===== src/design/rgbhls_pkg.sv =====
`timescale 1ns / 1ps
// rgbhls_pkg: opcodes, register indexes, widths and constants of the
// rgb/hls colour adjust pipeline; no dependencies
package rgbhls_pkg;

	typedef enum logic [1:0] {
		OP_RGB_TO_HLS = 2'd0,
		OP_HLS_TO_RGB = 2'd1,
		OP_ADJ_HLS    = 2'd2,
		OP_ADJ_RGB    = 2'd3
	} op_t;

	localparam int CFG_IDX_W = 1;
	localparam logic [CFG_IDX_W-1:0] REG_LIGHTNESS  = 1'b0;
	localparam logic [CFG_IDX_W-1:0] REG_SATURATION = 1'b1;

	localparam int DIV_NUM_W  = 30;
	localparam int DIV_DEN_W  = 22;
	localparam int DIV_Q_W    = 8;
	localparam int DIV_STAGES = 4;
	localparam int DIV_BPS    = DIV_Q_W / DIV_STAGES;

	localparam int PIPE_LAT = 9 + 2 * DIV_STAGES;

	localparam logic [DIV_DEN_W-1:0] RAMP_DEN = 22'd3901500;
	localparam logic [16:0] DEG_120 = 17'd30600;
	localparam logic [16:0] DEG_60  = 17'd15300;
	localparam logic [16:0] DEG_180 = 17'd45900;
	localparam logic [16:0] DEG_240 = 17'd61200;
	localparam logic [16:0] DEG_360 = 17'd91800;
	localparam logic [27:0] RECIP_100 = 28'd5243;
	localparam int RECIP_SHIFT = 19;

	typedef struct packed {
		op_t        op;
		logic [7:0] hue;
		logic [7:0] lit;
		logic [7:0] sat;
		logic [7:0] lit_adj;
		logic [7:0] sat_adj;
		logic       grey;
		logic       flat;
	} side_t;

endpackage


===== src/design/rgbhls_div.sv =====
`timescale 1ns / 1ps
// rgbhls_div: pipelined restoring divider, two quotient bits per stage
// depends on rgbhls_pkg; quotient must fit in eight bits
module rgbhls_div (
	input  logic                                clk,
	input  logic [rgbhls_pkg::DIV_NUM_W-1:0]    num,
	input  logic [rgbhls_pkg::DIV_DEN_W-1:0]    den,
	output logic [rgbhls_pkg::DIV_Q_W-1:0]      quo
);

	logic [rgbhls_pkg::DIV_NUM_W-1:0] rem_s [rgbhls_pkg::DIV_STAGES];
	logic [rgbhls_pkg::DIV_DEN_W-1:0] den_s [rgbhls_pkg::DIV_STAGES];
	logic [rgbhls_pkg::DIV_Q_W-1:0]   quo_s [rgbhls_pkg::DIV_STAGES];
	logic [rgbhls_pkg::DIV_NUM_W-1:0] rem_n [rgbhls_pkg::DIV_STAGES];
	logic [rgbhls_pkg::DIV_DEN_W-1:0] den_n [rgbhls_pkg::DIV_STAGES];
	logic [rgbhls_pkg::DIV_Q_W-1:0]   quo_n [rgbhls_pkg::DIV_STAGES];

	always_comb begin
		logic [rgbhls_pkg::DIV_NUM_W-1:0] r;
		logic [rgbhls_pkg::DIV_NUM_W-1:0] t;
		logic [rgbhls_pkg::DIV_DEN_W-1:0] dd;
		logic [rgbhls_pkg::DIV_Q_W-1:0]   q;
		for (int i = 0; i < rgbhls_pkg::DIV_STAGES; i++) begin
			if (i == 0) begin
				r  = num;
				dd = den;
				q  = '0;
			end else begin
				r  = rem_s[i-1];
				dd = den_s[i-1];
				q  = quo_s[i-1];
			end
			for (int b = 0; b < rgbhls_pkg::DIV_BPS; b++) begin
				t = rgbhls_pkg::DIV_NUM_W'(dd)
					<< (rgbhls_pkg::DIV_Q_W - 1 - i * rgbhls_pkg::DIV_BPS - b);
				if (r >= t) begin
					r = r - t;
					q = q | (rgbhls_pkg::DIV_Q_W'(1)
						<< (rgbhls_pkg::DIV_Q_W - 1 - i * rgbhls_pkg::DIV_BPS - b));
				end
			end
			rem_n[i] = r;
			den_n[i] = dd;
			quo_n[i] = q;
		end
	end

	always_ff @(posedge clk) begin
		for (int i = 0; i < rgbhls_pkg::DIV_STAGES; i++) begin
			rem_s[i] <= rem_n[i];
			den_s[i] <= den_n[i];
			quo_s[i] <= quo_n[i];
		end
	end

	assign quo = quo_s[rgbhls_pkg::DIV_STAGES-1];

endmodule


===== config.mk =====
export PLATFORM = sky130hd
export DESIGN_NAME = rgbhls_div
export DESIGN_NICKNAME = d
export VERILOG_FILES = /design/src/design/rgbhls_pkg.sv /design/src/design/rgbhls_div.sv
export SDC_FILE = /design/constraint.sdc
export NUM_CORES = 1
export LEC_CHECK = 0
export BUFFER_PORTS_ARGS = -buffer_cell sky130_fd_sc_hd__buf_4
export CAP_MARGIN = 20
export CORE_UTILIZATION = 46
export CTS_CLUSTER_DIAMETER = 50
export DETAILED_ROUTE_END_ITERATION = 16
export PLACE_DENSITY = 0.74
export SYNTH_ARGS = -nofsm -noshare
export SYNTH_HDL_FRONTEND = slang
export SYNTH_SLANG_ARGS = --single-unit

===== constraint.sdc =====
create_clock -name clk -period 13 [get_ports clk]
set_clock_uncertainty 0.2 [all_clocks]
set_input_delay 1.95 -clock clk [delete_from_list [all_inputs] [get_ports clk]]
set_output_delay 1.95 -clock clk [all_outputs]
set_load 0.03 [all_outputs]

==> impl_metrics.py, run 1 <==
metrics = {
    "setup_path": {
        "arrival_ns": 8.01,
        "crit_fanout": 27,
        "critPathMaxStageDelay_ns": 0.78,
        "crit_path_top_delay_cell": "nand3_1",
        "start_kind": "input port",
        "worstSetupPathType": "in -> reg",
        "critPathTopFamily": "compound AO/OA/AOI/OAI gates",
        "critPathRequiredTime_ns": 13.12,
        "worstPathBufferInverterCount": 4,
        "critPathCaptureType": "flip-flop",
        "path_cells": "buf_4 -> inv_1 -> ha_1 -> nor2b_1 -> o21ai_0 -> a21oi_1 -> o31ai_1 -> nand2_1 -> o21ai_2 -> buf_4 -> mux2_2 -> ha_1 -> nand3_1 -> o21a_1 -> o31ai_1 -> o211ai_1 -> a31oi_1 -> inv_1 -> nand3_1 -> mux2_2",
    },
    "clocking": {
        "path_clk_slew_ns": 0.07,
        "cts-root-buf": "clkbuf_16",
        "clock_path_buffers": 2,
        "post_cts.repair.setup_buffers": 0,
        "cts_tree": "yes",
        "cts_buffers": 17,
        "cts.hold.buffers_added": 0,
        "post_cts_resized": 0,
        "cts_sinks": 176,
        "clock_latency_ns": 0.44,
        "cts.htree.levels": 4,
    },
    "power": {
        "switchingPower_w": 0.002263,
        "p_leak_nw": 7.125,
        "pwr-share-comb": 0.725,
        "p_per_area_mw_per_mm2": 318.3,
        "power.internal_w": 0.002737,
        "seqPwrFrac": 0.167,
        "ir_worst_vdd_mv": 0.1383,
        "switching_share": 0.4527,
        "clkPwrFrac": 0.108,
        "power_w": 0.005000,
    },
    "drt": {
        "drtIter0Drc": 655,
        "vias": 12193,
        "drt-pass1-iter-count": 5,
        "drt-total-wl_microns": 34580,
        "drcViolationCount": 0,
        "avgViaCountPerCell": 5.629,
        "ant_nets": 0,
        "routedWlPerCell_microns": 15.96,
    },
    "die": {
        "dieArea_sq_mm": 0.03175,
        "fp.dieW_microns": 178.2,
        "rows": 64,
        "ios": 61,
        "start_util": 0.4667,
        "fp.dieH_microns": 178.2,
        "core_sq_mm": 0.03059,
    },
    "sta": {
        "rsz0062_at_grt": "false",
        "finalCriticalPeriod_ns": 7.895,
        "period_share": 0.6073,
        "final-setup-viol-count": 0,
        "maxSlewViolCount": 0,
        "tns_ns": 0,
        "setup_ws_ns": 5.105,
        "slew_headroom": 0.3199,
        "finalHoldViolCount": 0,
        "worstMarginPinSlew_ns": 1.017,
        "max_freq_mhz": 126.7,
    },
    "yosys": {
        "synth_ff_type": "dfxtp_1",
        "synth_area_leaders": "dfxtp_1 25%, ha_1 15%, xnor2_1 5.5%, a21oi_1 4.8%, o21ai_0 4.3%",
        "synthCells": 1703,
        "syn_nets": 1939,
        "yosys-top-cells-count": "176 x dfxtp_1, 176 x ha_1, 143 x inv_1",
        "yosysWarningCount": 0,
        "yosysTopAreaCell": "dfxtp_1",
        "synth_top_area_share": 0.2468,
        "synth.avg_cell_area_sq_um": 8.384,
        "yosysUniqueCellTypes": 92,
        "synth-seq-area-share": 0.2468,
        "async_flop_share": 0,
        "netlist_area_sq_mm": 0.01428,
        "synth-seq-cells": 176,
        "synth_edf_count": 0,
    },
    "global_route": {
        "use_met1": 0.2919,
        "met3_usage": 0.02131,
        "antenna_found_initial": 0,
        "grt_busiest_layer": "met2",
        "grt-ovfl-total": 0,
        "grt_pass1_wl_microns": 56370,
        "grt.met2_usage": 0.3713,
        "grt_pass1_vias": 11638,
        "grt_max_degree": 45,
        "track_usage": 0.2212,
    },
    "placement": {
        "port_buffers": 60,
        "dp_slack_ns": 4.735,
        "place_hpwl_microns": 28180,
        "routabilityCongestion": 0.9679,
    },
    "cells_and_area": {
        "fin_nets": 1994,
        "area_growth_pct": 10.03,
        "layout-drive-gt1-share": 0.1102,
        "fillers": 2886,
        "diodes": 0,
    },
    "worst_hold_path": {
        "min_path_type": "reg -> reg",
    },
    "job": {
        "drv_cap": 0,
    },
    "run_status": {
        "status": "finished, final reports clean",
    },
}
## stage by stage
stage,hold slack (ns),std cells,utilization,area [sq um]
2_1_floorplan,0.1096,1703,-,14280
3_3_place_gp,0.1120,2135,0.4936,15100
3_5_place_dp,0.1121,2135,0.4936,15100
4_1_cts,0.1285,2166,0.5136,15710
5_1_grt,0.1308,2166,0.5136,15710
6_report,0.1246,2166,0.5136,15710
## cell usage in the layout (no fill, tap or decap), drive strengths merged, types with 7 or more instances in the layout
cell,instances
clkbuf,18
nor2,110
a2111oi,7
xnor2,89
nor2b,26
o31ai,9
and3,15
mux2,79
or4,7
xor2,44
o21bai,15
dfxtp,176
nor3,26
nand4,26
and2,14
fa,7
mux2i,11
a21boi,8
a31oi,22
a211oi,16
o211ai,10
nand2b,22
o21a,28
nor4,12
o21ai,127
or3,12
inv,150
nand2,124
ha,176
a21o,65
nand3,32
buf,64
a21oi,138
## path summary, 6_finish.rpt
check	from	to	slack (ns)	depth (start not counted)
min	quo_s[2][7]$_DFF_P_	quo_s[3][7]$_DFF_P_	0.12	0
max	den[1]	rem_s[0][19]$_DFF_P_	5.11	20
max reg2reg	den_s[0][8]$_DFF_P_	rem_s[1][25]$_DFF_P_	6.59	21
min reg2reg	quo_s[2][7]$_DFF_P_	quo_s[3][7]$_DFF_P_	0.12	0
## worst register-to-register path, stage by stage (launching register included)
cell	delay, ns
dfxtp_1	0.42
inv_1	0.09
ha_1	0.35
and3_1	0.23
nand4_1	0.10
nor3_1	0.45
a21boi_0	0.25
o221ai_2	0.21
buf_4	0.37
a21oi_1	0.23
fa_1	0.49
a211oi_2	0.24
o21ai_1	0.16
a2111oi_2	0.51
o311ai_1	0.16
a21oi_1	0.30
o221a_2	0.27
nor2_1	0.06
a211oi_1	0.22
and4bb_4	0.36
inv_2	0.22
mux2_1	0.38
## final cells by class
cell class                 count  area, sq um  area share
sequential                   176         3523      0.2243
timing repair buffer          64        480.5     0.03058
multi-input combinational   1354        10060      0.6401
clock inverter                13        181.4     0.01155
inverter                     145        544.3     0.03464
tap                          396        495.5     0.03154
clock buffer                  18        429.2     0.02732
## power groups by stage
stage	clock network (W)	registers, W	logic (W)
after floorplan	0	0.000813	0.00293
after global placement	0	0.000841	0.00348
after detailed placement	0	0.000844	0.00354
after CTS	0.000548	0.000832	0.00359
after global routing	0.000571	0.000849	0.00403
final	0.000539	0.000835	0.00363
## layer usage
| metal | vias up | wire (microns) |
|---|---|---|
| met2 | 307 | 15590 |
| met5 | - | 0 |
| met1 | 5570 | 16510 |
| met4 | 0 | 1103 |
| met3 | 64 | 1371 |
| li1 | 6252 | - |
## sequential cells by signal, indices dropped and copies added, names as in the netlist
name and count:
den_s 66, quo_s 20, rem_s 90
## cells by family after synthesis
family	share of synthesized area
AOI/OAI and AO/OA	0.2241
xor gates and xnor gates	0.08159
adders and majority gates	0.1641
and+or+nand+nor	0.1596
muxes	0.07475
buffers and inverters	0.04916
DFF	0.2468
Power figures use the tool's default switching activity.
==> inputs of run 2 (changes only) <==
--- a/config.mk
+++ b/config.mk
@@ -10,7 +10,7 @@
 export CORE_UTILIZATION = 46
 export CTS_CLUSTER_DIAMETER = 50
 export DETAILED_ROUTE_END_ITERATION = 16
-export PLACE_DENSITY = 0.74
+export PLACE_DENSITY = 0.77
 export SYNTH_ARGS = -nofsm -noshare
 export SYNTH_HDL_FRONTEND = slang
 export SYNTH_SLANG_ARGS = --single-unit
==> constraint.sdc (replaced) <==
create_clock -name clk -period 6.4 [get_ports clk]
set_clock_uncertainty 0.2 [all_clocks]
set_input_delay 0.96 -clock clk [delete_from_list [all_inputs] [get_ports clk]]
set_output_delay 0.96 -clock clk [all_outputs]
set_load 0.03 [all_outputs]
==> run 2 against run 1 <==
  * Power is 110% higher
  * Final cell count is 0.60% higher
  * Sequential power is 100% higher
  * Worst hold slack hardly changed
  * Core utilization is 0.35 points higher
  * Largest power group unchanged
==> impl_metrics.py, run 2 (synthesized netlist as in run 1, its figures left out) <==
metrics = {
    "run_status": {
        "status": "finished, final reports clean",
    },
    "clocking": {
        "cts-root-buf": "clkbuf_16",
        "path_clk_slew_ns": 0.07,
        "cts.hold.buffers_added": 0,
        "cts_tree": "yes",
        "clock_latency_ns": 0.44,
        "post_cts_resized": 0,
        "clock_path_buffers": 2,
        "cts_sinks": 176,
        "cts.htree.levels": 4,
        "post_cts.repair.setup_buffers": 0,
        "cts_buffers": 17,
    },
    "drt": {
        "drt-total-wl_microns": 35600,
        "drt-pass1-iter-count": 7,
        "ant_nets": 0,
        "drtIter0Drc": 638,
        "vias": 12354,
        "drcViolationCount": 0,
        "avgViaCountPerCell": 5.670,
        "routedWlPerCell_microns": 16.34,
    },
    "die": {
        "ios": 61,
        "rows": 64,
        "fp.dieH_microns": 178.2,
        "core_sq_mm": 0.03059,
        "start_util": 0.4667,
        "fp.dieW_microns": 178.2,
        "dieArea_sq_mm": 0.03175,
    },
    "sta": {
        "max_freq_mhz": 164.3,
        "maxSlewViolCount": 0,
        "worstMarginPinSlew_ns": 0.9869,
        "finalCriticalPeriod_ns": 6.087,
        "finalHoldViolCount": 0,
        "slew_headroom": 0.3334,
        "rsz0062_at_grt": "false",
        "final-setup-viol-count": 0,
        "period_share": 0.9511,
        "setup_ws_ns": 0.3127,
        "tns_ns": 0,
    },
    "cells_and_area": {
        "fillers": 2841,
        "multi_input_area_sq_mm": 0.01006,
        "top_regs": "rem_s: 90 flops, den_s: 66 flops, quo_s: 20 flops",
        "mostFrequentLayoutCells": "176 x ha_1, 176 x dfxtp_1, 143 x inv_1",
        "diodes": 0,
        "layout-drive-gt1-share": 0.1172,
        "regArea_sq_mm": 0.003523,
        "area_growth_pct": 10.79,
        "fin_nets": 2006,
        "largest-register": "rem_s",
        "largest_register_ffs": 90,
    },
    "setup_path": {
        "r2r_end": "rem_s[1][10]$_DFF_P_",
        "critPathRequiredTime_ns": 6.52,
        "start_kind": "flip-flop",
        "r2r_start": "den_s[0][8]$_DFF_P_",
        "r2r_slack_ns": 0.31,
        "r2r_cells": 22,
        "arrival_ns": 6.20,
        "worstSetupPathType": "reg -> reg",
        "critPathCaptureType": "flip-flop",
        "crit_fanout": 22,
    },
    "power": {
        "ir_worst_vdd_mv": 0.3047,
        "p_per_area_mw_per_mm2": 649.5,
        "p_leak_nw": 7.205,
    },
    "global_route": {
        "grt_pass1_vias": 12157,
        "grt_max_degree": 40,
        "grt-ovfl-total": 0,
        "grt_pass1_wl_microns": 58640,
        "antenna_found_initial": 0,
        "track_usage": 0.2303,
    },
    "placement": {
        "place_hpwl_microns": 29110,
        "routabilityCongestion": 0.9603,
        "port_buffers": 60,
        "dp_slack_ns": 0.1911,
    },
    "worst_hold_path": {
        "hold_depth": 0,
        "min_from": "quo_s[2][5]$_DFF_P_",
        "min_to": "quo_s[3][5]$_DFF_P_",
        "min_path_type": "reg -> reg",
    },
    "job": {
        "drv_cap": 0,
    },
}
-- run 2: cell types whose count changed in the layout (fill, tap and decap cells not counted), sizes merged --
cell	previous run	this run
buf	64	76
inv	150	151
clkinv	3	4
clkbuf	18	19
clkinvlp	2	0
-- run 2: worst max-delay path: stages (launching register included) --
cell and delay (ns):
dfxtp_1 0.42, inv_1 0.09, ha_1 0.35, and3_1 0.23
nand4_1 0.10, nor3_1 0.42, a21boi_0 0.26, o221ai_2 0.23
buf_4 0.28, nor2_1 0.07, a21oi_1 0.24, ha_1 0.36
o21ai_0 0.28, o21ai_1 0.18, a2111oi_2 0.47, o311ai_1 0.16
a21oi_1 0.25, o221a_2 0.25, nor2_1 0.06, a211oi_1 0.18
and4bb_4 0.27, inv_2 0.18, mux2_1 0.38
-- run 2: worst max-delay path by stage --
stage | slack [ns] | cells past startpoint | startpoint | to
CTS | 0.37 | 21 | den_s[0][8]$_DFF_P_ | rem_s[1][9]$_DFF_P_
global placement | 0.29 | 20 | den[1] | rem_s[0][27]$_DFF_P_
finish | 0.31 | 22 | den_s[0][8]$_DFF_P_ | rem_s[1][10]$_DFF_P_
floorplan | 0.73 | 23 | den[1] | rem_s[0][27]$_DFF_P_
global route | 0.02 | 22 | den_s[0][8]$_DFF_P_ | rem_s[1][8]$_DFF_P_
detailed placement | 0.19 | 21 | den[1] | rem_s[0][9]$_DFF_P_
-- run 2: metal layers --
| metal | part of all wire | GRT usage | up-vias |
|---|---|---|---|
| met5 | 0 | 0 | - |
| met4 | 0.027 | 0.08369 | 0 |
| met3 | 0.039 | 0.02600 | 57 |
| met2 | 0.47 | 0.3996 | 329 |
| met1 | 0.46 | 0.2924 | 5685 |
| li1 | - | - | 6283 |
-- run 2: through the flow --
stage               power (W)  cell area, sq um  std cells    util  hold WS, ns
floorplan            0.007598             14280       1703       -       0.1096
detailed placement   0.009000             15190       2147  0.4966       0.1121
finish                0.01027             15820       2179  0.5171       0.1242
global placement     0.008852             15190       2147  0.4966       0.1128
CTS                   0.01020             15820       2179  0.5171       0.1286
global route          0.01118             15820       2179  0.5171       0.1354
-- run 2: final cells by class --
| cell class | instances | area share |
|---|---|---|
| multi-input cells | 1354 | 0.6357 |
| well taps | 396 | 0.03132 |
| flip-flops and latches | 176 | 0.2227 |
| repair buffers | 76 | 0.03607 |
| clock buffers | 19 | 0.02863 |
| inverters | 145 | 0.03441 |
| clock inverters | 13 | 0.01107 |
-- run 2: power by group --
part	internal, W	switching (W)
sequential	0.00148	0.000213
combinational	0.00350	0.00397
clock	0.000645	0.000459
total	0.00563	0.00464
==> inputs of run 3 (changes only) <==
--- a/config.mk
+++ b/config.mk
@@ -10,7 +10,7 @@
 export CORE_UTILIZATION = 46
 export CTS_CLUSTER_DIAMETER = 50
 export DETAILED_ROUTE_END_ITERATION = 16
-export PLACE_DENSITY = 0.77
+export PLACE_DENSITY = 0.74
 export SYNTH_ARGS = -nofsm -noshare
 export SYNTH_HDL_FRONTEND = slang
 export SYNTH_SLANG_ARGS = --single-unit
==> run 3 against run 2 <==
  * Register-to-register slack better by 0.10 ns
  * Critical path depth decreased by 1
  * Largest power group unchanged
  * Worst hold slack better by 0.0032 ns
  * Sequential power about the same
  * Fmax is 1.7% higher
  * Critical path type unchanged
  * Power decreased by 1.3%
==> impl_metrics.py, run 3 (synthesized netlist as in run 1, its figures left out) <==
metrics = {
    "run_status": {
        "status": "finished, final reports clean",
    },
    "die": {
        "core_sq_mm": 0.03059,
        "ios": 61,
        "fp.dieW_microns": 178.2,
        "start_util": 0.4667,
        "fp.dieH_microns": 178.2,
        "rows": 64,
        "dieArea_sq_mm": 0.03175,
    },
    "drt": {
        "drtIter0Drc": 544,
        "routedWlPerCell_microns": 16.45,
        "wl_met3_microns": 1307,
        "vias": 12270,
        "routed.top_layer": "met4",
        "drt-pass1-iter-count": 5,
        "drcViolationCount": 0,
        "ant_nets": 0,
        "met2WireLength_microns": 16720,
        "drt-total-wl_microns": 35900,
        "avgViaCountPerCell": 5.623,
        "drt-met1-wl_microns": 16690,
    },
    "cells_and_area": {
        "largest-register": "rem_s",
        "fillers": 2907,
        "layout-drive-gt1-share": 0.1187,
        "area_growth_pct": 10.59,
        "fin_nets": 2011,
        "mostFrequentLayoutCells": "176 x ha_1, 176 x dfxtp_1, 143 x inv_1",
        "diodes": 0,
        "largest_register_ffs": 90,
        "final_area_sq_mm": 0.01579,
        "fin_util": 0.5162,
        "top_regs": "rem_s: 90 flops, den_s: 66 flops, quo_s: 20 flops",
    },
    "power": {
        "switching_share": 0.4563,
        "power.internal_w": 0.005512,
        "switchingPower_w": 0.004626,
        "ir_worst_vdd_mv": 0.3065,
        "p_per_area_mw_per_mm2": 642.1,
        "p_leak_nw": 7.188,
        "pwr-share-comb": 0.738,
        "clkPwrFrac": 0.094,
        "seqPwrFrac": 0.167,
    },
    "placement": {
        "place_hpwl_microns": 29820,
        "port_buffers": 60,
        "dpl_cell_area_sq_mm": 0.01525,
        "routabilityCongestion": 0.9456,
    },
    "worst_hold_path": {
        "min_from": "quo_s[2][2]$_DFF_P_",
        "min_path_type": "reg -> reg",
    },
    "clocking": {
        "cts.hold.buffers_added": 0,
        "clock_latency_ns": 0.44,
        "cts_tree": "yes",
        "cts_sinks": 176,
        "cts-root-buf": "clkbuf_16",
        "cts.htree.levels": 4,
        "path_clk_slew_ns": 0.07,
        "cts_buffers": 17,
        "post_cts.repair.setup_buffers": 0,
        "clock_path_buffers": 2,
    },
    "global_route": {
        "antenna_found_initial": 0,
        "grt_max_degree": 40,
        "grt-ovfl-total": 0,
        "track_usage": 0.2316,
        "grt_pass1_vias": 12150,
        "grt_pass1_wl_microns": 58490,
    },
    "sta": {
        "period_share": 0.9352,
        "final-setup-viol-count": 0,
        "slew_headroom": 0.4033,
        "finalHoldViolCount": 0,
        "worstMarginPinSlew_ns": 0.8835,
        "maxSlewViolCount": 0,
        "tns_ns": 0,
        "rsz0062_at_grt": "false",
        "finalCriticalPeriod_ns": 5.985,
        "max_freq_mhz": 167.1,
    },
    "setup_path": {
        "r2r_start": "den_s[1][12]$_DFF_P_",
        "path_cells": "inv_1 -> ha_1 -> a21oi_1 -> o21ai_0 -> a221oi_2 -> nand2b_1 -> a21oi_2 -> buf_4 -> mux2_2 -> ha_1 -> a21oi_1 -> a2bb2oi_1 -> a21oi_1 -> nand2_1 -> nand3_1 -> a31o_2 -> a21o_1 -> or3_4 -> nor2_8 -> buf_12 -> mux2_2",
        "critPathMaxStageDelay_ns": 0.47,
        "start_kind": "flip-flop",
        "crit_fanout": 29,
        "critPathRequiredTime_ns": 6.53,
        "arrival_ns": 6.11,
        "crit_path_top_delay_cell": "or3_4",
        "crit_top_cell": "a21oi_1",
        "worstSetupPathType": "reg -> reg",
        "startpoint": "den_s[1][12]$_DFF_P_",
        "critPathCaptureType": "flip-flop",
    },
    "job": {
        "drv_cap": 0,
    },
}
run 3: cell types whose count changed in the layout (fill, tap and decap cells not counted), sizes merged:
cell and delta:
inv -3, clkinv +1, bufinv -3, clkinvlp +3
buf +5
run 3: cell type report:
cell class	count	area, sq um	share of cell area
Multi-Input combinational cell	1354	10060	0.6369
Tap cell	396	495.5	0.03138
Inverter	145	544.3	0.03447
Timing Repair Buffer	81	633.1	0.04010
Sequential cell	176	3523	0.2232
Clock buffer	19	452.9	0.02869
Clock inverter	11	83.83	0.005309
run 3: path summary, 6_finish.rpt:
kind,endpoint,slack [ns],cells past startpoint
worst max-delay path,rem_s[2][3]$_DFF_P_,0.42,21
worst max register to register,rem_s[2][3]$_DFF_P_,0.42,21
worst min register to register,quo_s[3][2]$_DFF_P_,0.13,0
worst min-delay path,quo_s[3][2]$_DFF_P_,0.13,0
run 3: worst max-delay path, delay by kind of cell (launching register included):
kind | cells | cell delay, ns
AOI/OAI and AO/OA | 9 | 2.13
adders and majority gates | 2 | 0.72
DFF | 1 | 0.38
muxes | 2 | 0.75
buffers and inverters | 3 | 0.61
and+or+nand+nor | 5 | 1.04
run 3: power groups by stage:
stage | clock, W | sequential (W) | combinational [W]
after floorplan | 0 | 0.00165 | 0.00595
after global placement | 0 | 0.00171 | 0.00722
after detailed placement | 0 | 0.00172 | 0.00736
after CTS | 0.000979 | 0.00169 | 0.00744
after global routing | 0.00103 | 0.00173 | 0.00833
final | 0.000958 | 0.00170 | 0.00748
run 3: what timing repair did:
item | in CTS | in global routing
endpoints found under the setup margin | 0 | 2
endpoints found under the hold margin | 0 | 0
gates resized for setup | 0 | 1
run 3: through the flow:
| stage | total power, W | setup WS [ns] | cells | hold WS [ns] |
|---|---|---|---|---|
| after floorplan | 0.007598 | 0.7256 | 1703 | 0.1096 |
| after global placement | 0.008930 | 0.3121 | 2152 | 0.1114 |
| after detailed placement | 0.009075 | 0.2147 | 2152 | 0.1121 |
| after CTS | 0.01011 | 0.4611 | 2182 | 0.1284 |
| after global routing | 0.01108 | 0.1332 | 2182 | 0.1351 |
| final | 0.01014 | 0.4150 | 2182 | 0.1274 |
run 3: layer usage:
layer | global-route usage | vias to the layer above
li1 | - | 6280
met1 | 0.2912 | 5637
met2 | 0.3990 | 290
met3 | 0.02664 | 63
met4 | 0.09746 | 0
met5 | 0 | -
